[config.mk]
export PLATFORM = sky130hd
export DESIGN_NAME = vba_cordic_stage
export DESIGN_NICKNAME = d
export VERILOG_FILES = /design/src/rtl/core/vba_pkg.sv /design/src/rtl/core/vba_cordic_stage.sv
export SDC_FILE = /design/constraint.sdc
export NUM_CORES = 1
export LEC_CHECK = 0
export ABC_CLOCK_PERIOD_IN_PS = 6750
export BUFFER_PORTS_ARGS = -buffer_cell sky130_fd_sc_hd__clkbuf_2
export CAP_MARGIN = 20
export CORE_ASPECT_RATIO = 0.8
export CORE_UTILIZATION = 50
export DETAILED_ROUTE_END_ITERATION = 6
export PLACE_DENSITY = 0.73
export SYNTH_ARGS = -nofsm -noshare
export SYNTH_HDL_FRONTEND = slang
export SYNTH_SLANG_ARGS = --single-unit
[constraint.sdc]
create_clock -name i_clk -period 6.75 [get_ports i_clk]
set_input_delay 0.3375 -clock i_clk [delete_from_list [all_inputs] [get_ports i_clk]]
set_output_delay 0.3375 -clock i_clk [all_outputs]
set_load 0.05 [all_outputs]
[src/rtl/core/vba_pkg.sv]
// vba_pkg: widths, constants and shared types of the vector bearing block.
// No dependencies; imported by every module under rtl/core.
package vba_pkg;

    localparam int COORD_WIDTH   = 16;
    localparam int CORDIC_STAGES = 16;

    localparam int ANGLE_FRAC = 16;                          // angle LSB = 2^-16 degree
    localparam int TABLE_LEN  = 24;
    localparam int NUM_STAGES = (CORDIC_STAGES < TABLE_LEN) ? CORDIC_STAGES : TABLE_LEN;
    localparam int IDX_W      = $clog2(TABLE_LEN);

    // X/Y datapath: coordinate, fraction, one bit for negation, two for growth
    localparam int XY_W  = COORD_WIDTH + ANGLE_FRAC + 3;
    // angle accumulator, signed, holds up to about +/-512 degrees
    localparam int ANG_W = 26;

    localparam int BEAR_W      = 17;
    localparam int S_TDATA_W   = ((2 * COORD_WIDTH + 7) / 8) * 8;
    localparam int M_TDATA_W   = ((BEAR_W + 7) / 8) * 8;

    localparam logic signed [ANG_W-1:0] DEG_180 = ANG_W'(180 * 65536);
    localparam logic signed [ANG_W-1:0] DEG_360 = ANG_W'(360 * 65536);
    localparam logic [ANG_W-1:0]        ROUND_HALF = ANG_W'(128);
    localparam logic [BEAR_W:0]         FULL_TURN  = (BEAR_W + 1)'(92160);
    localparam logic [BEAR_W-1:0]       BEAR_90    = BEAR_W'(90 * 256);
    localparam logic [BEAR_W-1:0]       BEAR_270   = BEAR_W'(270 * 256);

    typedef logic [IDX_W-1:0] t_stage_idx;

    typedef struct packed {
        logic                    valid;
        logic                    y_zero;
        logic                    x_pos;
        logic                    neg_y;
        logic signed [XY_W-1:0]  cx;
        logic signed [XY_W-1:0]  cy;
        logic signed [ANG_W-1:0] z;
    } t_pipe;

    // atan(2^-i) in degrees, scaled by 2^16, rounded to nearest
    function automatic logic signed [ANG_W-1:0] atan_deg(input t_stage_idx idx);
        logic signed [ANG_W-1:0] v;
        case (idx)
            5'd0:    v = ANG_W'(2949120);
            5'd1:    v = ANG_W'(1740967);
            5'd2:    v = ANG_W'(919879);
            5'd3:    v = ANG_W'(466945);
            5'd4:    v = ANG_W'(234379);
            5'd5:    v = ANG_W'(117304);
            5'd6:    v = ANG_W'(58666);
            5'd7:    v = ANG_W'(29335);
            5'd8:    v = ANG_W'(14668);
            5'd9:    v = ANG_W'(7334);
            5'd10:   v = ANG_W'(3667);
            5'd11:   v = ANG_W'(1833);
            5'd12:   v = ANG_W'(917);
            5'd13:   v = ANG_W'(458);
            5'd14:   v = ANG_W'(229);
            5'd15:   v = ANG_W'(115);
            5'd16:   v = ANG_W'(57);
            5'd17:   v = ANG_W'(29);
            5'd18:   v = ANG_W'(14);
            5'd19:   v = ANG_W'(7);
            5'd20:   v = ANG_W'(4);
            5'd21:   v = ANG_W'(2);
            5'd22:   v = ANG_W'(1);
            default: v = '0;
        endcase
        return v;
    endfunction

endpackage

[src/rtl/core/vba_cordic_stage.sv]
// vba_cordic_stage: one registered CORDIC vectoring iteration.
// Depends on vba_pkg (atan_deg table, t_pipe).
module vba_cordic_stage
    import vba_pkg::*;
(
    input  logic       i_clk,
    input  logic       i_rst_n,
    input  logic       i_en,
    input  t_stage_idx i_idx,
    input  t_pipe      i_d,
    output t_pipe      o_q
);

    t_pipe r_q;
    t_pipe n_q;

    always_comb begin
        logic signed [XY_W-1:0]  cx;
        logic signed [XY_W-1:0]  cy;
        logic signed [XY_W-1:0]  dx;
        logic signed [XY_W-1:0]  dy;
        logic signed [ANG_W-1:0] z;
        logic signed [ANG_W-1:0] step;
        cx   = i_d.cx;
        cy   = i_d.cy;
        z    = i_d.z;
        dx   = cy >>> i_idx;
        dy   = cx >>> i_idx;
        step = atan_deg(i_idx);
        n_q  = i_d;
        if (!cy[XY_W-1]) begin
            n_q.cx = cx + dx;
            n_q.cy = cy - dy;
            n_q.z  = z + step;
        end else begin
            n_q.cx = cx - dx;
            n_q.cy = cy + dy;
            n_q.z  = z - step;
        end
    end

    always_ff @(posedge i_clk) begin
        if (!i_rst_n) begin
            r_q.valid <= 1'b0;
        end else if (i_en) begin
            r_q <= n_q;
        end
    end

    assign o_q = r_q;

endmodule

==> metrics.yaml <==
synth:
  synth-async-reset-ratio: 0
  seq_area_frac_synth: 0.197
  syn_area_um2: 15200
  ys_types: 107
  synth_fp_nets: 1895
  synth_compound_area_frac: 0.223
  syn-instance-count: 1682
  yosys_register_bits: 100
  synthAdderAreaFrac: 0.0881
  synthMuxAreaShare: 0.186
  synth.top_cell.area_share: 0.196
  synth.area.top_cells: "edfxtp_1 (20%), mux4_2 (10%), ha_1 (8.4%)"
  synth_top_family_by_area: "compound AO/OA/AOI/OAI gates"
  synth_xor_xnor_area_share: 0.0901
  yosys.area_share.simple: 0.167
  synth_ff_type: "edfxtp_1"
  syn_avg_cell_area_um2: 9.02
  synth-edff-count: 99
  yosysWarnings: 0
  synth_top_cell_by_area: "edfxtp_1"
floorplan:
  rows: 56
  fp.dieH_um: 158
  start_util: 0.513
  dieArea_um2: 31000
  pin_count: 208
  die_x_um: 197
  coreArea_um2: 29600
timing:
  slew_headroom: 0.272
  fin_crit_ns: 6.12
  tightest_slew_ns: 1.09
  finalHoldViolations: 0
  rsz0062_at_grt: "no"
  setup_violations: 0
  max_clock_freq_mhz: 163
  finalCritPeriodShare: 0.907
  slew_violations: 0
  setup_tns_ns: 0
  clock_skew_ns: 0
pwr:
  clkPwrFrac: 0.142
  p_sw_frac: 0.471
  p_leak_uw: 0.00729
  power_density_nw_per_um2: 209
  peakVddDrop_uv: 152
  total_power_uw: 3630
  combinationalPowerShare: 0.616
  switchingPower_uw: 1710
  p_int_uw: 1920
  seqPwrFrac: 0.242
clock_tree:
  cts_buffers: 9
  cts_tree: "built"
  cts_buffer_depth: 2
  cts_root_buffer: "clkbuf_16"
  htree_levels: 3
  worstSkewPairLatency_ns: 0.38
  cts.sinks: 100
  path_clk_slew_ns: 0.07
  post_cts_buffers: 0
  cts_hold_buffers: 0
setup_path:
  cp.arrival_ns: 6.25
  reg2reg_depth: 2
  required_ns: 6.87
  r2r_start: "o_q[99]"
  critPathLaunchType: "input port"
  worstSetupPathType: "in -> reg"
  r2r-end: "o_q[99]"
  cp-end-kind: "register"
  path_max_fanout: 60
  ff2ff_setup_slack_ns: 6.15
cells_and_area:
  syn_to_final_growth_pct: 14.3
  instances_no_fill: 2325
  final_nets: 2127
  drive_gt1_frac: 0.252
  diodes: 0
  largest_reg_flops: 100
  final_core_utilization: 0.586
detailed_routing:
  viasPerCell: 6.67
  ant_nets: 0
  post_drt_wl_per_cell_um: 25.6
  drc: 16
  drtPass1Iterations: 7
  drt_iter0_markers: 1978
  wl_um: 59500
  vias: 15500
global_routing:
  grt_first_pass_wirelength_um: 88700
  antenna_found_initial: 1
  track_usage: 0.380
  grt_max_degree: 61
  grt_pass1_vias: 14500
  grt_overflow: 0
min_path:
  holdPathStages: 1
  min-delay-start: "i_d[97]"
  hold_path.class: "in -> reg"
  hold_path_end: "o_q[97]"
status:
  run_status: "finished with violations"
  violations: "DRC"
flow_run:
  maxCapViolCount: 0
placement:
  placed_cells: 2309
  io_buffers: 207
  dp_hpwl_um: 46700
  routabilityCongestion: 1.03
[logic make-up (layout without fill, tap and decap cells)]
kind of cell               after synthesis  after routing
AOI/OAI and AO/OA                      500            500
and+or+nand+nor                        488            488
buffers and inverters                  142            379
xor gates and xnor gates               156            156
muxes                                  191            191
DFF                                    100            100
adders and majority gates              105            105
[critical path, stage by stage]
cell       delay [ns]
buf_8            0.45
buf_4            0.41
mux2_2           0.41
a222oi_1         0.43
nor2_1           0.07
or3_1            0.44
inv_1            0.11
ha_1             0.26
nand4_2          0.28
nor4_1           0.38
nor3_1           0.09
a21oi_1          0.13
o21ai_0          0.26
ha_1             0.37
a21o_1           0.18
a21oi_1          0.17
or4b_2           0.60
a211oi_1         0.22
buf_4            0.17
o2bb2ai_1        0.14
o21ai_0          0.15
xnor2_1          0.16
[worst max path at each step]
stage	startpoint	endpoint	cells after the start
floorplan	i_idx[1]	o_q[25]	28
global route	i_idx[0]	o_q[94]	24
CTS	i_idx[0]	o_q[95]	22
global placement	i_idx[0]	o_q[95]	22
detailed placement	i_idx[0]	o_q[95]	22
finish	i_idx[0]	o_q[95]	22
[power groups by stage]
stage               clock network (µW)  logic, µW  registers [µW]
floorplan                            0       1250            1230
global placement                     0       2150             891
detailed placement                   0       2180             893
CTS                                525       2190             880
global route                       540       2380             890
finish                             514       2230             879
[layout make-up]
type	count	area (µm²)
well taps	406	508
clock inverters	6	40.0
fillers	2701	12200
flip-flops and latches	100	2990
repair buffers	317	1950
clock buffers	10	229
inverters	46	175
multi-input cells	1440	11400
[cells in the mapped netlist, types with 12 or more instances]
cell type and number:
xor2_1 49, a31oi_1 23, xnor2_1 107, o21ai_0 69
and3_1 13, a21o_1 41, nor2b_1 27, o21a_1 21
a211oi_1 20, clkbuf_1 34, a21oi_1 132, and2_1 21
a221oi_1 12, mux2_2 29, nor2_1 156, buf_4 15
o21bai_1 15, o22ai_1 29, mux2i_1 87, ha_1 102
nand3_1 24, mux4_2 69, buf_2 23, nor3_1 36
edfxtp_1 99, inv_1 42, nand2b_1 27, nand2_1 109
[per-layer routing]
| metal | wire [µm] | track usage | up-vias |
|---|---|---|---|
| met5 | 11 | 0 | - |
| met4 | 1960 | 0.127 | 2 |
| met3 | 6950 | 0.0884 | 150 |
| met2 | 25500 | 0.583 | 1060 |
| met1 | 25100 | 0.524 | 7383 |
| li1 | - | - | 6912 |
[cells in the final DEF (no fill, tap or decap), types with 36 or more instances in the layout]
cell      Yosys  final
a21o_1       41     41
a21oi_1     132    132
buf_4        15    105
clkbuf_2      0    203
edfxtp_1     99     99
ha_1        102    102
inv_1        42     42
mux2i_1      87     87
mux4_2       69     69
nand2_1     109    109
nor2_1      156    156
nor3_1       36     36
o21ai_0      69     69
xnor2_1     107    107
xor2_1       49     49
[per-stage QoR]
stage / worst slack [ns] / hold WS (ns) / area [µm²]
after detailed placement: 0.341 / 0.516 / 17100
after global placement: 0.441 / 0.498 / 17100
after global routing: 0.0567 / 0.135 / 17300
after CTS: 0.686 / 0.128 / 17300
final: 0.627 / 0.137 / 17300
after floorplan: 1.17 / 0.436 / 15200
[repair_timing]
action,CTS,global route
resized for setup,0,2
setup endpoints to repair,0,1
endpoints found under the hold margin,0,0
No activity file was read; power rests on OpenSTA's default activity.
