--- src/rtl/core/vba_pkg.sv ---
// vba_pkg: widths, constants and shared types of the vector bearing block.
// No dependencies; imported by every module under rtl/core.
package vba_pkg;

    localparam int COORD_WIDTH   = 16;
    localparam int CORDIC_STAGES = 16;

    localparam int ANGLE_FRAC = 16;                          // angle LSB = 2^-16 degree
    localparam int TABLE_LEN  = 24;
    localparam int NUM_STAGES = (CORDIC_STAGES < TABLE_LEN) ? CORDIC_STAGES : TABLE_LEN;
    localparam int IDX_W      = $clog2(TABLE_LEN);

    // X/Y datapath: coordinate, fraction, one bit for negation, two for growth
    localparam int XY_W  = COORD_WIDTH + ANGLE_FRAC + 3;
    // angle accumulator, signed, holds up to about +/-512 degrees
    localparam int ANG_W = 26;

    localparam int BEAR_W      = 17;
    localparam int S_TDATA_W   = ((2 * COORD_WIDTH + 7) / 8) * 8;
    localparam int M_TDATA_W   = ((BEAR_W + 7) / 8) * 8;

    localparam logic signed [ANG_W-1:0] DEG_180 = ANG_W'(180 * 65536);
    localparam logic signed [ANG_W-1:0] DEG_360 = ANG_W'(360 * 65536);
    localparam logic [ANG_W-1:0]        ROUND_HALF = ANG_W'(128);
    localparam logic [BEAR_W:0]         FULL_TURN  = (BEAR_W + 1)'(92160);
    localparam logic [BEAR_W-1:0]       BEAR_90    = BEAR_W'(90 * 256);
    localparam logic [BEAR_W-1:0]       BEAR_270   = BEAR_W'(270 * 256);

    typedef logic [IDX_W-1:0] t_stage_idx;

    typedef struct packed {
        logic                    valid;
        logic                    y_zero;
        logic                    x_pos;
        logic                    neg_y;
        logic signed [XY_W-1:0]  cx;
        logic signed [XY_W-1:0]  cy;
        logic signed [ANG_W-1:0] z;
    } t_pipe;

    // atan(2^-i) in degrees, scaled by 2^16, rounded to nearest
    function automatic logic signed [ANG_W-1:0] atan_deg(input t_stage_idx idx);
        logic signed [ANG_W-1:0] v;
        case (idx)
            5'd0:    v = ANG_W'(2949120);
            5'd1:    v = ANG_W'(1740967);
            5'd2:    v = ANG_W'(919879);
            5'd3:    v = ANG_W'(466945);
            5'd4:    v = ANG_W'(234379);
            5'd5:    v = ANG_W'(117304);
            5'd6:    v = ANG_W'(58666);
            5'd7:    v = ANG_W'(29335);
            5'd8:    v = ANG_W'(14668);
            5'd9:    v = ANG_W'(7334);
            5'd10:   v = ANG_W'(3667);
            5'd11:   v = ANG_W'(1833);
            5'd12:   v = ANG_W'(917);
            5'd13:   v = ANG_W'(458);
            5'd14:   v = ANG_W'(229);
            5'd15:   v = ANG_W'(115);
            5'd16:   v = ANG_W'(57);
            5'd17:   v = ANG_W'(29);
            5'd18:   v = ANG_W'(14);
            5'd19:   v = ANG_W'(7);
            5'd20:   v = ANG_W'(4);
            5'd21:   v = ANG_W'(2);
            5'd22:   v = ANG_W'(1);
            default: v = '0;
        endcase
        return v;
    endfunction

endpackage

--- src/rtl/core/vba_prep.sv ---
// vba_prep: input stage; folds the vector into the upper half plane.
// Depends on vba_pkg.
module vba_prep
    import vba_pkg::*;
(
    input  logic                   i_clk,
    input  logic                   i_rst_n,
    input  logic                   i_en,
    input  logic                   i_valid,
    input  logic [COORD_WIDTH-1:0] i_x,
    input  logic [COORD_WIDTH-1:0] i_y,
    output t_pipe                  o_q
);

    t_pipe r_q;
    t_pipe n_q;

    always_comb begin
        logic signed [XY_W-1:0] x_ext;
        logic signed [XY_W-1:0] y_ext;
        x_ext = XY_W'($signed(i_x));
        y_ext = XY_W'($signed(i_y));
        n_q.valid  = i_valid;
        n_q.y_zero = (i_y == '0);
        n_q.x_pos  = !i_x[COORD_WIDTH-1] && (i_x != '0);
        n_q.neg_y  = i_y[COORD_WIDTH-1];
        // negative y: rotate by 180 degrees, base angle added at the end
        n_q.cx     = (i_y[COORD_WIDTH-1] ? -y_ext : y_ext) <<< ANGLE_FRAC;
        n_q.cy     = (i_y[COORD_WIDTH-1] ? -x_ext : x_ext) <<< ANGLE_FRAC;
        n_q.z      = '0;
    end

    always_ff @(posedge i_clk) begin
        if (!i_rst_n) begin
            r_q.valid <= 1'b0;
        end else if (i_en) begin
            r_q <= n_q;
        end
    end

    assign o_q = r_q;

endmodule

--- config.mk ---
export PLATFORM = sky130hd
export DESIGN_NAME = vba_prep
export DESIGN_NICKNAME = d
export VERILOG_FILES = /design/src/rtl/core/vba_pkg.sv /design/src/rtl/core/vba_prep.sv
export SDC_FILE = /design/constraint.sdc
export NUM_CORES = 1
export LEC_CHECK = 0
export ABC_AREA = 1
export BUFFER_PORTS_ARGS = -buffer_cell sky130_fd_sc_hd__buf_2
export CORE_MARGIN = 1.5
export CORE_UTILIZATION = 35
export CTS_CLUSTER_DIAMETER = 120
export DETAILED_ROUTE_END_ITERATION = 12
export GPL_TIMING_DRIVEN = 1
export PLACE_DENSITY = 0.74
export SYNTH_ARGS = -nofsm -noshare
export SYNTH_HDL_FRONTEND = slang
export SYNTH_SLANG_ARGS = --single-unit
--- constraint.sdc ---
create_clock -name i_clk -period 1.8 [get_ports i_clk]
set_input_delay 0.27 -clock i_clk [delete_from_list [all_inputs] [get_ports i_clk]]
set_output_delay 0.27 -clock i_clk [all_outputs]
set_load 0.05 [all_outputs]
==> results of run 1 <==
## final cells by class
type,count,area share (%)
clock buffers,5,2.22
clock inverters,3,2.22
inverters,36,4.35
multi-input cells,225,33.6
flip-flops and latches,42,40.3
well taps,99,3.99
repair buffers,79,13.3
## cells in the mapped netlist
cell      count  area share (%)
nor2_2        6             1.4
nor3_1        3            0.56
inv_1        32             4.5
o21ai_0       4            0.75
nor2_4        1            0.42
conb_1        1            0.14
ha_1          3             1.4
edfxtp_1     41              46
nand3b_1      1            0.28
o21ai_1       3            0.56
xnor2_1       2            0.66
buf_6         1            0.42
a21oi_1       1            0.19
buf_4        60              17
nand2_1      78              11
nand4_1       1            0.23
nand3_2       2            0.75
dfxtp_1       1            0.75
nand3_1      23             4.3
nand2_2       5             1.2
nor2_1       18             2.5
buf_2         1            0.19
o21ai_2       3            0.98
xor2_1       10             3.3
inv_2         4            0.56
## cell families (layout without fill, tap and decap cells)
group	after synthesis	count (layout)	synth area share (%)
and+or+nand+nor	138	138	22.6
buffers and inverters	98	123	22.5
DFF	42	42	46.9
xor gates and xnor gates	12	12	3.94
AOI/OAI and AO/OA	11	11	2.48
adders and majority gates	3	3	1.41
other	1	61	0.140
## routing by layer
layer	routed length, um	vias to the layer above	global-route usage [%]
li1	-	1013	-
met1	2060	878	13.9
met2	2350	106	20.4
met3	418	10	3.11
met4	108	0	5.16
met5	0	-	0
## worst max-delay path: cells and delay by family
kind | cells | cell delay (ps)
adders and majority gates | 2 | 480
and+or+nand+nor | 4 | 340
buffers and inverters | 3 | 260
AOI/OAI and AO/OA | 1 | 80
## worst max-delay path by stage
| stage | startpoint | cells past startpoint | endpoint | slack, ps |
|---|---|---|---|---|
| 2_1_floorplan | i_rst_n | 2 | o_q[42]$_DFFE_PP_ | 290 |
| 3_3_place_gp | i_x[1] | 10 | o_q[58]$_DFFE_PP_ | 160 |
| 3_5_place_dp | i_x[1] | 10 | o_q[58]$_DFFE_PP_ | 110 |
| 4_1_cts | i_x[1] | 10 | o_q[58]$_DFFE_PP_ | 430 |
| 5_1_grt | i_x[1] | 10 | o_q[58]$_DFFE_PP_ | 310 |
| 6_report | i_x[1] | 10 | o_q[58]$_DFFE_PP_ | 420 |
## power groups by stage
stage / sequential, mW / clock, mW / combinational [mW]
after detailed placement: 1.20 / 0 / 0.835
after floorplan: 1.46 / 0 / 0.526
after CTS: 1.18 / 0.920 / 0.837
final: 1.18 / 0.890 / 0.836
after global placement: 1.20 / 0 / 0.827
after global routing: 1.18 / 0.943 / 0.883
==> flow_summary.json, run 1 <==
{
  "syn-mean-instance-area_um2": 8.75,
  "drv_slew": 0,
  "area_growth_syn_to_layout_pct": 16.2,
  "fp.coreArea_mm2": 0.00733,
  "ys_ff_latch": 42,
  "cts_max_path_buffers": 2,
  "antenna_found_initial": 0,
  "largest_reg_flops": 42,
  "ir_drop_mv": 0.425,
  "min_path_type": "input port to register",
  "post_cts_buffers": 0,
  "pwr-share-seq_pct": 40.5,
  "worstPathMaxFanout": 4,
  "cts_tree": "built",
  "place_area_mm2": 0.00297,
  "utilization_pct": 42.3,
  "seqCellArea_mm2": 0.00125,
  "drcViolationCount": 0,
  "worst_hold_slack_ps": 177,
  "grt_max_degree": 42,
  "arrival_ps": 1420,
  "worst_r2r_endpoint": "o_q[99]$_SDFFE_PN0P_",
  "ctsRootBufferMaster": "clkbuf_8",
  "die_area_mm2": 0.00816,
  "drt_iter0_drc": 89,
  "p_total_mw": 2.90,
  "grt_setup_unrepaired": "false",
  "fmax_mhz": 727,
  "vias": 2007,
  "ys_seq_area_share_pct": 46.9,
  "drive_gt1_share_pct": 27.7,
  "r2r_cells": 2,
  "tns_ps": 0,
  "cp_slowest_cell": "ha_1",
  "grt_pass1_vias": 1707,
  "multi_input_area_mm2": 0.00104,
  "status": "finished, final reports clean",
  "max_cap_viol_count": 0,
  "cts.sink_count": 42,
  "initial_core_util_pct": 36.4,
  "numCtsBuffers": 5,
  "cts.htree.levels": 2,
  "via_per_inst": 4.10,
  "portBuffers": 77,
  "synthCells": 305,
  "p_int_mw": 1.86,
  "fin_area_mm2": 0.00310,
  "holdBufCountCts": 0,
  "dp_cells": 481,
  "reg2reg_from": "o_q[99]$_SDFFE_PN0P_",
  "firstDrtPassIters": 4,
  "final_cell_mix": "78 x nand2_1, 77 x buf_2, 61 x conb_1, 41 x edfxtp_1, 32 x inv_1",
  "comb_power_share_pct": 28.8,
  "worst_setup_path_end_kind": "register",
  "drt-total-wl_um": 4940,
  "clock_latency_ps": 290,
  "gp_congestion": 0.794,
  "pwr-share-clk_pct": 30.7,
  "die_w_um": 90.3,
  "r2r_slack_ps": 1170,
  "clk_pin_slew_ps": 80,
  "p_sw_share_pct": 36.0,
  "min_path_cells": 2,
  "drt.antenna.violating_nets": 0,
  "yosys.cell_types.count": 25,
  "cts_resized": 0,
  "report.final.hold_viol_count": 0,
  "min_to": "o_q[99]$_SDFFE_PN0P_",
  "wire_per_inst_um": 10.1,
  "crit_path_start_kind": "input port",
  "path_cells": "buf_2 -> inv_1 -> ha_1 -> nand2_2 -> nor2_2 -> nand2_2 -> inv_2 -> nand2_1 -> ha_1 -> o21ai_0",
  "antenna_cells": 0,
  "rows": 31,
  "path_class": "input port to register",
  "fillers": 719,
  "synth_warnings": 0,
  "leakagePower_nw": 1.56,
  "setup_viol": 0,
  "die_y_um": 90.3,
  "grt_overflow": 0,
  "power_switching_mw": 1.05,
  "pin_count": 136,
  "stdcell_count": 489,
  "syn-cell-area_mm2": 0.00267,
  "fin_nets": 428,
  "cp_data_required_time_ps": 1850,
  "layout_worst_path_cycle_share_pct": 76.4,
  "finClkSkew_ps": 0,
  "cp_slowest_stage_delay_ps": 280,
  "period_needed_ps": 1380,
  "power.density_mw_per_mm2": 935,
  "final_common_cell": "nand2_1",
  "dp_hpwl_um": 3850,
  "grt_pass1_wl_um": 7700,
  "fin_ws_ps": 424,
  "post-place-ws_ps": 105,
  "hp-start": "i_en",
  "gr-usage-all-layers_pct": 11.9
}
(Power assumes the default switching activity.)
==> run 2: changes to the inputs <==
Settings changed: PLACE_DENSITY 0.74 to 0.77.
Clock period 1.8 ns to 1.2 ns, I/O delays scaled along.
==> run 2 against run 1 <==
Wire length is 2.3% higher. Count of clock-buffer cells in the layout did not move. Global-route usage is 0.64 points higher. Cell area is 5.9% higher. First-iteration DRC count did not move. Sequential power increased by 49%. Largest cell class unchanged.
==> flow_summary.json, run 2 (synthesis gave the netlist of run 1 again) <==
{
  "fp.coreArea_mm2": 0.00733,
  "worst_setup_path_end_kind": "register",
  "cp_slowest_stage_delay_ps": 280,
  "layout_worst_path_cycle_share_pct": 97.2,
  "clk_pin_slew_ps": 90,
  "r2r_slack_ps": 580,
  "path_cells": "clkbuf_4 -> inv_16 -> ha_4 -> nand2_4 -> nor2_4 -> nand2_2 -> inv_2 -> nand2_2 -> ha_1 -> o21ai_1",
  "drive_gt1_share_pct": 33.3,
  "firstDrtPassIters": 4,
  "fillers": 684,
  "max_cap_viol_count": 0,
  "cts_tree": "built",
  "die_y_um": 90.3,
  "period_needed_ps": 1170,
  "final_common_cell": "buf_2",
  "grt_pass1_wl_um": 8280,
  "report.final.hold_viol_count": 0,
  "ir_drop_mv": 0.412,
  "cp_slowest_cell": "ha_1",
  "cp_top_family": "adder cells",
  "fin_nets": 450,
  "cts.sink_count": 42,
  "arrival_ps": 1210,
  "numCtsBuffers": 5,
  "cts.htree.levels": 2,
  "drt.antenna.violating_nets": 0,
  "crit_path_start_kind": "input port",
  "area_growth_syn_to_layout_pct": 23.1,
  "grt_pass1_vias": 1903,
  "wire_per_inst_um": 9.88,
  "ctsRootBufferMaster": "clkbuf_8",
  "cts_max_path_buffers": 2,
  "gr-usage-all-layers_pct": 12.5,
  "portBuffers": 77,
  "gp_congestion": 0.865,
  "fmax_mhz": 857,
  "min_path_type": "input port to register",
  "die_w_um": 90.3,
  "grt_max_degree": 42,
  "via_per_inst": 4.16,
  "setup_viol": 0,
  "die_area_mm2": 0.00816,
  "dp_cells": 502,
  "leakagePower_nw": 1.65,
  "finClkSkew_ps": 0,
  "p_total_mw": 4.02,
  "drt-total-wl_um": 5050,
  "clock_latency_ps": 290,
  "pin_count": 136,
  "cp_num_buf_inv": 3,
  "drcViolationCount": 0,
  "drt_iter0_drc": 89,
  "initial_core_util_pct": 36.4,
  "status": "finished, final reports clean",
  "antenna_found_initial": 0,
  "final_cell_mix": "76 x buf_2, 75 x nand2_1, 61 x conb_1, 41 x edfxtp_1, 29 x inv_1",
  "cp_data_required_time_ps": 1250,
  "vias": 2125,
  "largest_reg_flops": 42,
  "crit_top_cell": "nand2_2",
  "worstPathMaxFanout": 3,
  "rows": 31,
  "grt_overflow": 0,
  "drv_slew": 0,
  "power.density_mw_per_mm2": 1220,
  "worst_hold_slack_ps": 79.7,
  "stdcell_count": 511,
  "antenna_cells": 0,
  "path_class": "input port to register",
  "dp_hpwl_um": 4000
}
[run 2: cell types whose count changed in the layout (fill, tap and decap cells not counted), moves of 2 or more]
cell        delta
bufinv_16      -2
inv_1          -3
nand2_1        -3
inv_6          +2
clkinvlp_4     +3
nand2_4        +2
buf_4         +22
[run 2: final timing paths]
kind	start	to	depth (start not counted)
max reg2reg	o_q[99]$_SDFFE_PN0P_	o_q[99]$_SDFFE_PN0P_	2
min	i_y[0]	o_q[77]$_DFFE_PP_	1
max	i_x[1]	o_q[58]$_DFFE_PP_	10
min reg2reg	o_q[99]$_SDFFE_PN0P_	o_q[99]$_SDFFE_PN0P_	2
[run 2: cell type report]
type | count | area [um^2] | share of cell area (%)
Tap cell | 99 | 124 | 3.77
Timing Repair Buffer | 101 | 581 | 17.7
Clock buffer | 5 | 68.8 | 2.09
Multi-Input combinational cell | 225 | 1080 | 32.8
Sequential cell | 42 | 1250 | 38.1
Clock inverter | 3 | 23.8 | 0.724
Inverter | 36 | 160 | 4.87
[run 2: report_power, final]
group | switching, mW | internal [mW]
sequential | 0.0234 | 1.74
combinational | 1.07 | 0.261
clock | 0.513 | 0.416
[run 2: worst register-to-register path, stage by stage (launching register included)]
cell	delay, ps
dfxtp_1	310
o21ai_0	150
a21oi_1	50
[run 2: timing repair]
action,in CTS,in global routing
hold buffers,0,0
buffers inserted,0,1
resized for setup,0,3
setup endpoints to repair,0,2
[run 2: metrics by stage]
| step | util (%) | instance area, um^2 | TNS [ps] | worst slack [ps] |
|---|---|---|---|---|
| 3_3_place_gp | 43.3 | 3180 | -1440 | -289 |
| 4_1_cts | 44.6 | 3270 | 0 | 6.59 |
| 5_1_grt | 44.8 | 3290 | -10.3 | -10.3 |
| 2_1_floorplan | - | 2950 | -49.0 | -49.0 |
| 6_report | 44.8 | 3290 | 0 | 33.5 |
| 3_5_place_dp | 43.3 | 3180 | -1920 | -317 |
[run 2: routing by layer]
layer | vias up | global-route usage, % | routed length [um]
met5 | - | 0 | 0
met4 | 0 | 5.82 | 77
met3 | 8 | 2.61 | 457
met2 | 118 | 20.6 | 2350
met1 | 935 | 15.7 | 2170
li1 | 1064 | - | -
