## src/rtl/core/vba_pkg.sv

```systemverilog
// vba_pkg: widths, constants and shared types of the vector bearing block.
// No dependencies; imported by every module under rtl/core.
package vba_pkg;

    localparam int COORD_WIDTH   = 16;
    localparam int CORDIC_STAGES = 16;

    localparam int ANGLE_FRAC = 16;                          // angle LSB = 2^-16 degree
    localparam int TABLE_LEN  = 24;
    localparam int NUM_STAGES = (CORDIC_STAGES < TABLE_LEN) ? CORDIC_STAGES : TABLE_LEN;
    localparam int IDX_W      = $clog2(TABLE_LEN);

    // X/Y datapath: coordinate, fraction, one bit for negation, two for growth
    localparam int XY_W  = COORD_WIDTH + ANGLE_FRAC + 3;
    // angle accumulator, signed, holds up to about +/-512 degrees
    localparam int ANG_W = 26;

    localparam int BEAR_W      = 17;
    localparam int S_TDATA_W   = ((2 * COORD_WIDTH + 7) / 8) * 8;
    localparam int M_TDATA_W   = ((BEAR_W + 7) / 8) * 8;

    localparam logic signed [ANG_W-1:0] DEG_180 = ANG_W'(180 * 65536);
    localparam logic signed [ANG_W-1:0] DEG_360 = ANG_W'(360 * 65536);
    localparam logic [ANG_W-1:0]        ROUND_HALF = ANG_W'(128);
    localparam logic [BEAR_W:0]         FULL_TURN  = (BEAR_W + 1)'(92160);
    localparam logic [BEAR_W-1:0]       BEAR_90    = BEAR_W'(90 * 256);
    localparam logic [BEAR_W-1:0]       BEAR_270   = BEAR_W'(270 * 256);

    typedef logic [IDX_W-1:0] t_stage_idx;

    typedef struct packed {
        logic                    valid;
        logic                    y_zero;
        logic                    x_pos;
        logic                    neg_y;
        logic signed [XY_W-1:0]  cx;
        logic signed [XY_W-1:0]  cy;
        logic signed [ANG_W-1:0] z;
    } t_pipe;

    // atan(2^-i) in degrees, scaled by 2^16, rounded to nearest
    function automatic logic signed [ANG_W-1:0] atan_deg(input t_stage_idx idx);
        logic signed [ANG_W-1:0] v;
        case (idx)
            5'd0:    v = ANG_W'(2949120);
            5'd1:    v = ANG_W'(1740967);
            5'd2:    v = ANG_W'(919879);
            5'd3:    v = ANG_W'(466945);
            5'd4:    v = ANG_W'(234379);
            5'd5:    v = ANG_W'(117304);
            5'd6:    v = ANG_W'(58666);
            5'd7:    v = ANG_W'(29335);
            5'd8:    v = ANG_W'(14668);
            5'd9:    v = ANG_W'(7334);
            5'd10:   v = ANG_W'(3667);
            5'd11:   v = ANG_W'(1833);
            5'd12:   v = ANG_W'(917);
            5'd13:   v = ANG_W'(458);
            5'd14:   v = ANG_W'(229);
            5'd15:   v = ANG_W'(115);
            5'd16:   v = ANG_W'(57);
            5'd17:   v = ANG_W'(29);
            5'd18:   v = ANG_W'(14);
            5'd19:   v = ANG_W'(7);
            5'd20:   v = ANG_W'(4);
            5'd21:   v = ANG_W'(2);
            5'd22:   v = ANG_W'(1);
            default: v = '0;
        endcase
        return v;
    endfunction

endpackage

```

## src/rtl/core/vba_finish.sv

```systemverilog
// vba_finish: base angle, wrap to [0,360), round to 1/256 degree, y = 0 cases.
// Two register stages; the second is the output register. Depends on vba_pkg.
module vba_finish
    import vba_pkg::*;
(
    input  logic              i_clk,
    input  logic              i_rst_n,
    input  logic              i_en,
    input  t_pipe             i_d,
    output logic              o_valid,
    output logic [BEAR_W-1:0] o_bearing
);

    typedef struct packed {
        logic                    valid;
        logic                    y_zero;
        logic                    x_pos;
        logic signed [ANG_W-1:0] total;
    } t_fin;

    t_fin              r_a;
    t_fin              n_a;
    logic              r_valid;
    logic [BEAR_W-1:0] r_bearing;
    logic [BEAR_W-1:0] n_bearing;

    always_comb begin
        logic signed [ANG_W-1:0] sum;
        sum         = (i_d.neg_y ? DEG_180 : ANG_W'(0)) + i_d.z;
        n_a.valid   = i_d.valid;
        n_a.y_zero  = i_d.y_zero;
        n_a.x_pos   = i_d.x_pos;
        n_a.total   = sum[ANG_W-1] ? (sum + DEG_360) : sum;
    end

    always_comb begin
        logic [ANG_W-1:0] rnd;
        logic [BEAR_W:0]  r;
        rnd = r_a.total + ROUND_HALF;
        r   = rnd[ANG_W-1:8];
        if (r >= FULL_TURN) begin
            r = r - FULL_TURN;
        end
        if (r_a.y_zero) begin
            n_bearing = r_a.x_pos ? BEAR_90 : BEAR_270;
        end else begin
            n_bearing = r[BEAR_W-1:0];
        end
    end

    always_ff @(posedge i_clk) begin
        if (!i_rst_n) begin
            r_a.valid <= 1'b0;
            r_valid   <= 1'b0;
        end else if (i_en) begin
            r_a       <= n_a;
            r_valid   <= r_a.valid;
            r_bearing <= n_bearing;
        end
    end

    assign o_valid   = r_valid;
    assign o_bearing = r_bearing;

endmodule

```

## config.mk

```make
export PLATFORM = sky130hd
export DESIGN_NAME = vba_finish
export DESIGN_NICKNAME = d
export VERILOG_FILES = /design/src/rtl/core/vba_pkg.sv /design/src/rtl/core/vba_finish.sv
export SDC_FILE = /design/constraint.sdc
export NUM_CORES = 1
export LEC_CHECK = 0
export BUFFER_PORTS_ARGS = -buffer_cell sky130_fd_sc_hd__buf_2
export CAP_MARGIN = 15
export CORE_UTILIZATION = 45
export CTS_CLUSTER_DIAMETER = 120
export CTS_CLUSTER_SIZE = 30
export DETAILED_ROUTE_END_ITERATION = 7
export PLACE_DENSITY = 0.89
export SLEW_MARGIN = 30
export SYNTH_ARGS = -nofsm -noshare
export SYNTH_HDL_FRONTEND = slang
export SYNTH_SLANG_ARGS = --single-unit
```

## constraint.sdc

```tcl
create_clock -name i_clk -period 5.4 [get_ports i_clk]
set_input_delay 0.54 -clock i_clk [delete_from_list [all_inputs] [get_ports i_clk]]
set_output_delay 0.54 -clock i_clk [all_outputs]
set_load 0.02 [all_outputs]
```

==> results.txt, run 1 <==
The flow ran to the end, and the final reports show no timing, DRC or antenna violations. The area enclosed by the die boundary is ~5200 um2. The number of pins exceeding their max-slew limit in the final report is 0. Leaving out fill and tap cells, the most frequent cells in the layout are 43 x buf_2, 38 x edfxtp_1, 18 x nor2_1.

Port buffering added between 40 and 50 buffers. In this run the critical register-to-register path is launched from r_a[10]. Post-CTS timing repair inserted 0 buffers for setup.

At the end of routability-driven placement, the weighted congestion stood at 0.806. The register-to-register path setup slack is 2940 ps. The sum of overflow across all layers after global routing came out at 0. After routing, the total negative slack on setup checks comes to 0 ps. The slack of the critical path came out at 2820 ps. The detail-routed net length per standard cell came out at 12.1 um. Setup repair after global routing left no endpoint under its margin. The mapped cell area is between 2000 and 2500 um2. The synthesized area per cell is between 10 and 15 um2. For this run, the detailed router's first-pass iteration total came to 6. Global routing consumed, over all layers together, 15.2% of the routing resources.

Dividing the final minimum period by the clock period gives 47.7%. The worst-margin pin slew came out at a little under 800 ps. The number of global-route vias before repair is between 1000 and 1500. The last element of the critical path is r_a[20]. The initial core utilization came out at between 40 and 50%. The final cell area excluding filler cells came out at approximately 2600 um2.

The pin count of the biggest net entering global routing came out at 39. The number of enable flip-flop cells after synthesis is 38. The number of hold buffers added after CTS is 0. In the final layout, flip-flops and latches occupy 1180 um2. Timing analysis after detailed placement gives a worst setup slack of ~2500 ps. The gate count after technology mapping is about 190.

Relative to the synthesized area, the layout overhead comes to 18.7%. The placement row count is 25. The maximum level of the CTS H-tree came out at 2.

After clock tree synthesis, the clock-pin slew on the worst setup and hold paths is about 80 ps. Summing all multi-input logic gate instances after layout gives 996 um2. When the netlist entered floorplanning its net count stood at a little under 300. The number of placed instances, taps included came out at just under 300. The smallest clock period supported by the final layout is computed as between 2000 and 3000 ps. The flip-flop and latch count after synthesis is 40. The worst clock skew on the final layout came out at about 9.9 ps. The maximum fanout count along the critical path came out at 7.

The core area came out at around 4700 um2. The remaining antenna violation count came out at 0. The completed layout was analyzed and its total power is approximately 0.00076 W. The clock insertion delay at the later pin of the skew report is 290 ps. The cell leakage power came out at between 1 and 1.5 nW. The total power density per cell area came out at 289 nW/um2. Gates resized during post-CTS repair numbered 0. The fraction of synthesis flops using an asynchronous set or reset pin is 0%. VDD sags by at most roughly 0.00015 V.

The number of nets in the layout came out at 344. Pin placement for this block handled approximately 120 I/O pins. For this run, design rule violations remaining after detail routing come to 0. The synthesis warning total is 0. The non-filler instance count after layout came out at 302. The library cell used most frequently in the layout, excluding fill and tap cells, is buf_2. The number of antenna violations at the first check in global routing is 0. The min-delay analysis places its worst path in the category in2reg. In the synthesized netlist the dominant register cell turns out to be edfxtp_1. The tool flagged a number of max-cap violations equal to 0. The maximum clock frequency came out at 388 MHz. The routed wire length is approximately 3700 um.

The data required time at the worst endpoint came out at ~5400 ps. Clock tree synthesis selected as its root buffer the cell clkbuf_8. Fill cells in the final layout number roughly 420. The setup-violating endpoint count in the final report is 0.

The count of antenna diodes in the layout came out at 0. The worst setup path is captured at a register. The ratio of cells with drive above 1 in the final layout came out at about 26%. In the routed layout, each cell is associated on average with a via count of 5.25.

The die is between 70 and 80 um tall. The clock tree from TritonCTS is yes. Yosys mapped the design onto 44 distinct sky130hd cell types. The critical path is of the in2reg type. The element type at the critical path start is an input pin. In this run, the number of DRC markers left after iteration 0 of detailed routing was 100. Once placement finished, the instance area stood at 2500 um2. The number of buffers created by CTS came out at 5. Measured along the x axis, the die boundary spans a little over 70 um. The TritonCTS sink count came out at 40. The critical path arrival came out at 2620 ps. In this run the critical register-to-register path is captured at o_bearing[13]. The part of the Yosys area used for sequential elements came out at 53.7%. The cell depth of the worst flop-to-flop path is 6. In this run the deepest clock path goes through 2 buffers. The first-pass GRT wire length came out at a little over 6000 um. The worst pin sits at a relative slew slack of 47.3%. The number of vias after detailed routing is between 1500 and 2000.

The most critical setup path has its startpoint at i_d[96]. After legalization and detailed placement, the total HPWL measured ~2800 um. The number of endpoints with negative hold slack in the final report is 0.
## synth_stat cells, types with 2 or more instances
master    number  share of area, %
edfxtp_1      38                52
nor2_1        18               3.1
xnor2_1       15               6.0
nand2_1        9               1.5
xor2_1         9               3.6
ha_1           7               4.0
nor3_1         7               1.6
and3_1         6               1.7
nand3_1        6               1.4
nor2b_1        6               1.7
a21oi_1        4              0.91
inv_1          4              0.68
nand4_1        4               1.1
a21o_1         3               1.0
a31oi_1        3              0.85
mux2i_1        3               1.4
nor4_1         3              0.85
o21ai_0        3              0.68
o21bai_1       3               1.0
a211oi_1       2              0.68
a311oi_1       2              0.80
and2_1         2              0.57
clkbuf_1       2              0.34
dfxtp_1        2               1.8
nand2b_1       2              0.57
o21a_1         2              0.68
o31a_1         2              0.80
or3_1          2              0.57
## where the power goes
part           leakage [nW]  switching [W]  internal [W]
combinational         0.571      0.0000708     0.0000594
sequential            0.380      0.0000193      0.000369
clock                0.0541       0.000100      0.000137
total                  1.00       0.000191      0.000565
## flip-flops by register name (all words and copies together), names as in the netlist
register,count
o_bearing,17
o_valid,1
r_a,22
## cell families after synthesis
family	share of synthesized area, %
and+or+nand+nor	19.3
DFF	53.7
AOI/OAI and AO/OA	10.0
xor gates and xnor gates	9.56
adders and majority gates	3.98
buffers and inverters	1.02
muxes	2.39
## worst min-delay path by stage
stage / startpoint / endpoint / slack (ps) / depth (start not counted)
floorplan: r_a[28] / r_a[28] / 480 / 2
finish: i_d[13] / r_a[13] / 420 / 1
detailed placement: o_valid / o_valid / 520 / 2
global route: i_d[8] / r_a[8] / 400 / 1
CTS: i_d[13] / r_a[13] / 410 / 1
global placement: o_valid / o_valid / 500 / 2
## per-layer routing
metal | global-route usage [%] | up-vias | wire, um
met5 | 0 | - | 0
met4 | 6.10 | 0 | 32
met3 | 3.75 | 6 | 175
met2 | 26.4 | 52 | 1840
met1 | 18.0 | 732 | 1610
li1 | - | 794 | -
## stage by stage
stage / util, % / hold slack, ps
final: 55.3 / 416
after global routing: 55.3 / 397
after CTS: 55.3 / 407
after detailed placement: 52.9 / 524
after global placement: 52.9 / 501
after floorplan: - / 482
## area by class of cell
class,count,share of cell area (%)
clock buffer,5,2.64
clock inverter,3,1.63
inverter,4,0.575
multi-input combinational,139,38.2
sequential,40,45.3
tap,67,3.21
timing repair buffer,44,8.53
## critical path: stages
cell	delay [ps]
buf_2	130
ha_1	320
a31oi_1	270
o21bai_1	140
nor4bb_1	160
nor3_1	640
mux2_2	420
(Power assumes the default switching activity.)
==> run 2, diff against run 1 <==
--- a/config.mk
+++ b/config.mk
@@ -7,11 +7,11 @@
 export LEC_CHECK = 0
 export BUFFER_PORTS_ARGS = -buffer_cell sky130_fd_sc_hd__buf_2
 export CAP_MARGIN = 15
-export CORE_UTILIZATION = 45
+export CORE_UTILIZATION = 40
 export CTS_CLUSTER_DIAMETER = 120
 export CTS_CLUSTER_SIZE = 30
 export DETAILED_ROUTE_END_ITERATION = 7
-export PLACE_DENSITY = 0.89
+export PLACE_DENSITY = 0.84
 export SLEW_MARGIN = 30
 export SYNTH_ARGS = -nofsm -noshare
 export SYNTH_HDL_FRONTEND = slang
==> constraint.sdc (replaced) <==
create_clock -name i_clk -period 2.3 [get_ports i_clk]
set_input_delay 0.23 -clock i_clk [delete_from_list [all_inputs] [get_ports i_clk]]
set_output_delay 0.23 -clock i_clk [all_outputs]
set_load 0.02 [all_outputs]
==> results.txt, run 2 (synthesis gave the netlist of run 1 again) <==
The maximum level of the CTS H-tree is 2 (unchanged). The met2 wirelength from detailed routing was 2310 um (+26%). The combinational cell fraction of total power is 22.0% (+4.8 points). After detailed routing, no signal wire sits above met4. The initial core utilization is 42.3% (-4.3 points). The worst-margin pin slew came to 738 ps (-46.1 ps). The internal power consumption is 0.00126 W (+120%). The non-filler instance count after layout was 327 (+8.3%). The switching power share of the total is 27.6% (+2.3 points). The global placer's final weighted congestion is 0.833 (+3.4%). The number of placed instances, taps included came out at 310 (+5.4%). The detail-routed net length per standard cell is 14.0 um (+16%). The number of max-cap violations was 0 (unchanged). The die span in x came out at 76.2 um (+5.9%). The number of pins exceeding their max-slew limit in the final report came out at 0 (unchanged).

The headroom to the max-slew limit came out at 50.8% (+3.5 points). The worst setup path category is reg2reg. The checks that failed: setup timing. The routed wire length was 4580 um (+25%). The vertical extent of the die came out at 76.2 um (+5.9%). The slack of the critical path is -78.0 ps (-2900 ps).

The wire length on met3 is 176 um (+0.57%). The detail-routed via count per cell came to 5.14 (-2.0%). STA classifies the critical path endpoint as a register. The tree is rooted in a clkbuf_8. The number of nets in the layout came out at 366 (+6.4%). The TritonCTS sink count is 40 (unchanged). Setup repair after global routing could not meet its margin everywhere. The worst supply voltage drop on vdd is 0.000353 V (+140%). The area enclosed by the die boundary is 5800 um2 (+12%).

The pin count of the biggest net entering global routing is 39 (unchanged). The worst clock skew on the final layout came out at 11.9 ps (+2.06 ps). TritonCTS built the clock tree.

The critical path arrival is 2420 ps (-200 ps). The remaining routing DRC violations came out at 0 (unchanged). The final critical-path share of the clock period came out at 103%. The count of antenna diodes in the layout came out at 0 (unchanged). The count of boundary I/O pins was 121 (unchanged).

The placement row count came out at 26 (+4.0%). The most common cell after layout, fill and taps aside is buf_2. The number of global-route vias before repair came out at 1473 (+4.0%). The net load switching power came out at 0.000480 W (+150%).

The number of endpoints with negative hold slack in the final report is 0 (unchanged). The sequential fraction of design power is 52.7% (+1.3 points). The worst hold path belongs to the class in2reg. The maximum clock frequency is approximately 420 MHz. The first-pass GRT wire length came out at 6340 um (+4.8%). The setup-violating endpoint count in the final report came out at 1 (+1). The register name with the most flops is r_a. The worst hold-check slack came out at 106 ps (-309 ps).

The cell leakage power is 1.17 nW (+17%). The global router's overall resource usage is 13.9% (-1.2 points). The maximum root-to-sink buffer count is 2 (unchanged).

Leaving out fill and tap cells, the most frequent cells in the layout are 43 x buf_2, 38 x edfxtp_1, 23 x buf_4. The remaining antenna violation count was 0 (unchanged). The number of flip-flops under the largest register name came out at 22 (unchanged). The overall power of the completed layout is 0.00174 W (+130%). The total power density per cell area came out at 601 nW/um2 (+110%). The number of buffers created by CTS came out at 5 (unchanged). The maximum fanout count along the critical path was 7 (unchanged). The post-synthesis to final-layout area growth is 31.7%. The number of optimization iterations in the first detailed-route pass is 4 (-2).

The core area is 5200 um2 (+10%). The core occupancy in the finished layout is 55.6% (+0.39 points). The flow ran to the end, but the final reports show violations. The ratio of cells with drive above 1 in the final layout is 36.6% (+11 points). The clock group share of total power is 25.3% (-6.1 points). The element type at the critical path start is a register. The number of vias after detailed routing is 1681 (+6.1%).

The clock input transition at the sequential cells of the worst setup and hold paths came out at 80 ps (about the same). The smallest clock period supported by the final layout is computed as 2380 ps. The HPWL reported at the end of detailed placement is 2920 um (+5.3%). The count of port buffers added during placement came out at 43 (unchanged). The post-route met1 wirelength is 2020 um (+26%). The clock insertion delay at the later pin of the skew report is 300 ps (about the same). The number of DRC markers in iteration 0 is 97 (-3.0%). The sum of overflow across all layers after global routing was 0 (unchanged).

The data required time at the worst endpoint is 2350 ps (-3090 ps). The number of antenna violations at the first check in global routing is 0 (unchanged).
[run 2: worst paths after layout]
check,to,cells after the start,slack (ps),start
worst max register to register,o_bearing[13],7,-80,r_a[12]
worst min register to register,o_valid,2,540,o_valid
worst max-delay path,o_bearing[13],7,-80,r_a[12]
worst min-delay path,r_a[13],1,110,i_d[13]
[run 2: final cells by class]
type | count | area, um2
Clock inverter | 1 | 5.00
Inverter | 4 | 15.0
Sequential cell | 40 | 1180
Clock buffer | 7 | 76.3
Fill cell | 433 | 2310
Multi-Input combinational cell | 139 | 1140
Tap cell | 70 | 87.6
Timing Repair Buffer | 66 | 388
[run 2: repair_timing]
item / 4_1_cts / 5_1_grt
endpoints found under the hold margin: 0 / 0
pin swaps: 0 / 8
endpoints found under the setup margin: 1 / 5
resized for setup: 1 / 23
hold buffers: 0 / 0
setup buffers: 0 / 9
[run 2: per-stage QoR]
| step | setup slack, ps | instance area (um2) | setup TNS, ps |
|---|---|---|---|
| global route | -150 | 2900 | -304 |
| finish | -78.0 | 2900 | -78.0 |
| floorplan | 92.1 | 2200 | 0 |
| CTS | 0.939 | 2690 | 0 |
| detailed placement | -29.8 | 2600 | -29.8 |
| global placement | 47.1 | 2600 | 0 |
[run 2: per-layer routing]
| layer | up-vias | GRT usage, % |
|---|---|---|
| li1 | 844 | - |
| met1 | 785 | 16.3 |
| met2 | 45 | 23.9 |
| met3 | 7 | 3.59 |
| met4 | 0 | 6.35 |
| met5 | - | 0 |
[run 2: critical path, cell delays in order, from the launching register on]
cell      delay (ps)
edfxtp_1         440
nand4_4          190
buf_4            220
nor2_1           240
xnor2_1          130
a31o_2           320
a211oi_2         260
mux2_1           340
[run 2: power groups by stage]
stage	clock network [W]	registers, W	logic, W
after floorplan	0	0.000931	0.000218
after global placement	0	0.000921	0.000328
after detailed placement	0	0.000923	0.000343
after CTS	0.000447	0.000907	0.000345
after global routing	0.000471	0.000921	0.000417
final	0.000440	0.000917	0.000383
==> run 3, diff against run 2 <==
--- a/config.mk
+++ b/config.mk
@@ -7,11 +7,13 @@
 export LEC_CHECK = 0
 export BUFFER_PORTS_ARGS = -buffer_cell sky130_fd_sc_hd__buf_2
 export CAP_MARGIN = 15
-export CORE_UTILIZATION = 40
+export CELL_PAD_IN_SITES_DETAIL_PLACEMENT = 1
+export CELL_PAD_IN_SITES_GLOBAL_PLACEMENT = 1
+export CORE_UTILIZATION = 30
 export CTS_CLUSTER_DIAMETER = 120
 export CTS_CLUSTER_SIZE = 30
 export DETAILED_ROUTE_END_ITERATION = 7
-export PLACE_DENSITY = 0.84
+export PLACE_DENSITY = 0.85
 export SLEW_MARGIN = 30
 export SYNTH_ARGS = -nofsm -noshare
 export SYNTH_HDL_FRONTEND = slang
==> results.txt, run 3 (synthesis gave the netlist of run 1 again) <==
The flow ran to the end, but the final reports show violations. The final reports fail on setup timing. The ratio of cells with drive above 1 in the final layout came out at 36.8% (+0.25 points). The number of optimization iterations in the first detailed-route pass came out at 4 (unchanged). The non-filler instance count after layout was 354 (+8.3%). The count of antenna diodes in the layout came out at 0 (unchanged). The cell leakage power came out at 1.16 nW (-0.72%). The cell depth of the worst flop-to-flop path was 7 (unchanged). The time the worst path needs with I/O delays and setup came to 2340 ps (-35.0 ps). The number of antenna violations at the first check in global routing is 0 (unchanged). The maximum clock frequency is 427 MHz (+1.5%).

The slack of the critical path was -42.9 ps (+35.0 ps). The remaining routing DRC violations is 0 (unchanged). The end of the worst hold path is r_a[13].

The total power density per cell area came out at 609 nW/um2 (+1.3%). Clock tree synthesis selected as its root buffer the cell clkbuf_8. The area enclosed by the die boundary is 7680 um2 (+32%). The worst setup path is captured at a register. The post-synthesis to final-layout area growth came out at 32.0%. The detail-routed net length per standard cell came to 14.3 um (+2.3%).

The number of buffers created by CTS is 5 (unchanged). The maximum fanout count along the critical path came to 6 (-1). The number of pins exceeding their max-slew limit in the final report is 0 (unchanged). The worst-margin pin slew came out at 681 ps (-56.4 ps). The core area came to 6940 um2 (+33%). The detail-routed via count per cell is 4.75 (-7.6%). The setup-violating endpoint count in the final report was 2 (+1). The pin count of the biggest net entering global routing is 39 (unchanged). The first-pass GRT wire length is 7790 um (+23%).

The number of flip-flops under the largest register name is 22 (unchanged). The startpoint identified for the worst hold timing path is i_d[13]. The count of cells along the worst hold path came to 1 (unchanged). The reg-to-reg endpoint is o_bearing[13]. The maximum level of the CTS H-tree is 2 (unchanged). The count of port buffers added during placement came out at 43 (unchanged).

The number of vias after detailed routing came out at 1682 (+0.059%). The multi-input logic area is 1100 um2 (-3.8%). Setup repair after global routing could not meet its margin everywhere. The maximum root-to-sink buffer count came out at 2 (unchanged). The overall power of the completed layout was 0.00177 W (+1.5%). The die span in x was 87.6 um (+15%).

The number of global-route vias before repair came out at 1692 (+15%). The HPWL reported at the end of detailed placement came out at 3650 um (+25%). The routed wire length came out at 5070 um (+11%). The global router's overall resource usage came out at 13.3% (-0.60 points). The initial core utilization came out at 31.7% (-11 points).

The data required time at the worst endpoint was 2350 ps (about the same). The reg-to-reg startpoint is r_a[7]. The vertical extent of the die is 87.6 um (+15%). The clock insertion delay at the later pin of the skew report came to 300 ps (about the same). The library cell used most frequently in the layout, excluding fill and tap cells, is buf_2. The setup path with the least slack is of type reg2reg. The critical path arrival is 2390 ps (-30 ps).

The number of max-cap violations is 0 (unchanged). The sum of overflow across all layers after global routing came to 0 (unchanged). The clock tree from TritonCTS is yes.

The register-to-register path setup slack was -40 ps (+40 ps). The headroom to the max-slew limit is 54.6% (+3.8 points). The worst hold-check slack is 102 ps (-4.07 ps). The TritonCTS sink count is 40 (unchanged).

STA classifies the critical path startpoint as a register. In this run the worst hold path is classified as in2reg. The worst clock skew on the final layout is 5.31 ps (-6.63 ps). The remaining antenna violation count is 0 (unchanged).

The clock input transition at the sequential cells of the worst setup and hold paths was 80 ps (about the same). The global placer's final weighted congestion was 0.802 (-3.7%). The number of hold buffers added after CTS is 0 (unchanged). The setup TNS came to -51.2 ps (+26.8 ps). More flip-flops sit in one register than any other, and that register is r_a.

The placement row count came out at 30 (+15%). The number of DRC markers in iteration 0 is 48 (-51%). The number of filler cells placed in the layout is 761 (+76%).

The register cell area after layout came to 1180 um2 (unchanged). The worst supply voltage drop on vdd came out at 0.000208 V (-41%). The number of placed instances, taps included is 339 (+9.4%). The number of nets in the layout came out at 367 (+0.27%). The number of endpoints with negative hold slack in the final report came to 0 (unchanged). The final critical-path share of the clock period came to 102% (-1.5 points). The count of boundary I/O pins is 121 (unchanged). In the layout the commonest cells are 43 x buf_2, 38 x edfxtp_1, 24 x buf_4.
[run 3: how the worst max path moves through the flow]
stage                     startpoint       endpoint  slack, ps
after global routing         r_a[13]  o_bearing[13]       -120
after floorplan              r_a[10]  o_bearing[13]         90
final                         r_a[7]  o_bearing[13]        -40
after global placement        r_a[7]  o_bearing[13]         20
after CTS                    r_a[16]  o_bearing[13]         10
after detailed placement      r_a[7]  o_bearing[13]        -40
[run 3: area by class of cell]
type                            instances  area share (%)
Sequential cell                        40            40.7
Multi-Input combinational cell        139            37.9
Timing Repair Buffer                   67            13.6
Tap cell                               96            4.14
Clock buffer                            5            2.37
Clock inverter                          3           0.819
Inverter                                4           0.517
[run 3: metrics by stage]
step | setup slack (ps) | instance area, um2 | utilization, %
after global routing | -119 | 2900 | 41.8
after floorplan | 92.1 | 2200 | -
after detailed placement | -35.3 | 2660 | 38.2
after global placement | 19.5 | 2660 | 38.2
after CTS | 10.8 | 2790 | 40.2
final | -42.9 | 2900 | 41.8
[run 3: metal layers]
layer	global-route usage, %	vias to the layer above	share of wire (%)
met4	4.92	0	1.4
li1	-	844	-
met2	24.6	33	55
met1	14.8	799	40
met5	0	-	0
met3	3.11	6	3.0
[run 3: critical path: stages, from the launching register on]
cell and delay [ps]:
edfxtp_1 400, ha_2 230, nand2_4 110, nor4_4 320
xnor2_1 140, a211o_1 330, a211oi_2 220, mux2_1 330
[run 3: where the power goes]
part,switching (W),total (W),internal (W)
registers,0.0000437,0.000909,0.000866
clock network,0.000255,0.000470,0.000214
logic,0.000206,0.000388,0.000183
total,0.000505,0.00177,0.00126
[run 3: repair_timing]
action,CTS,global route
setup endpoints to repair,6,6
pin swaps,0,5
resized for setup,6,13
hold endpoints to repair,0,0
setup buffers,1,6
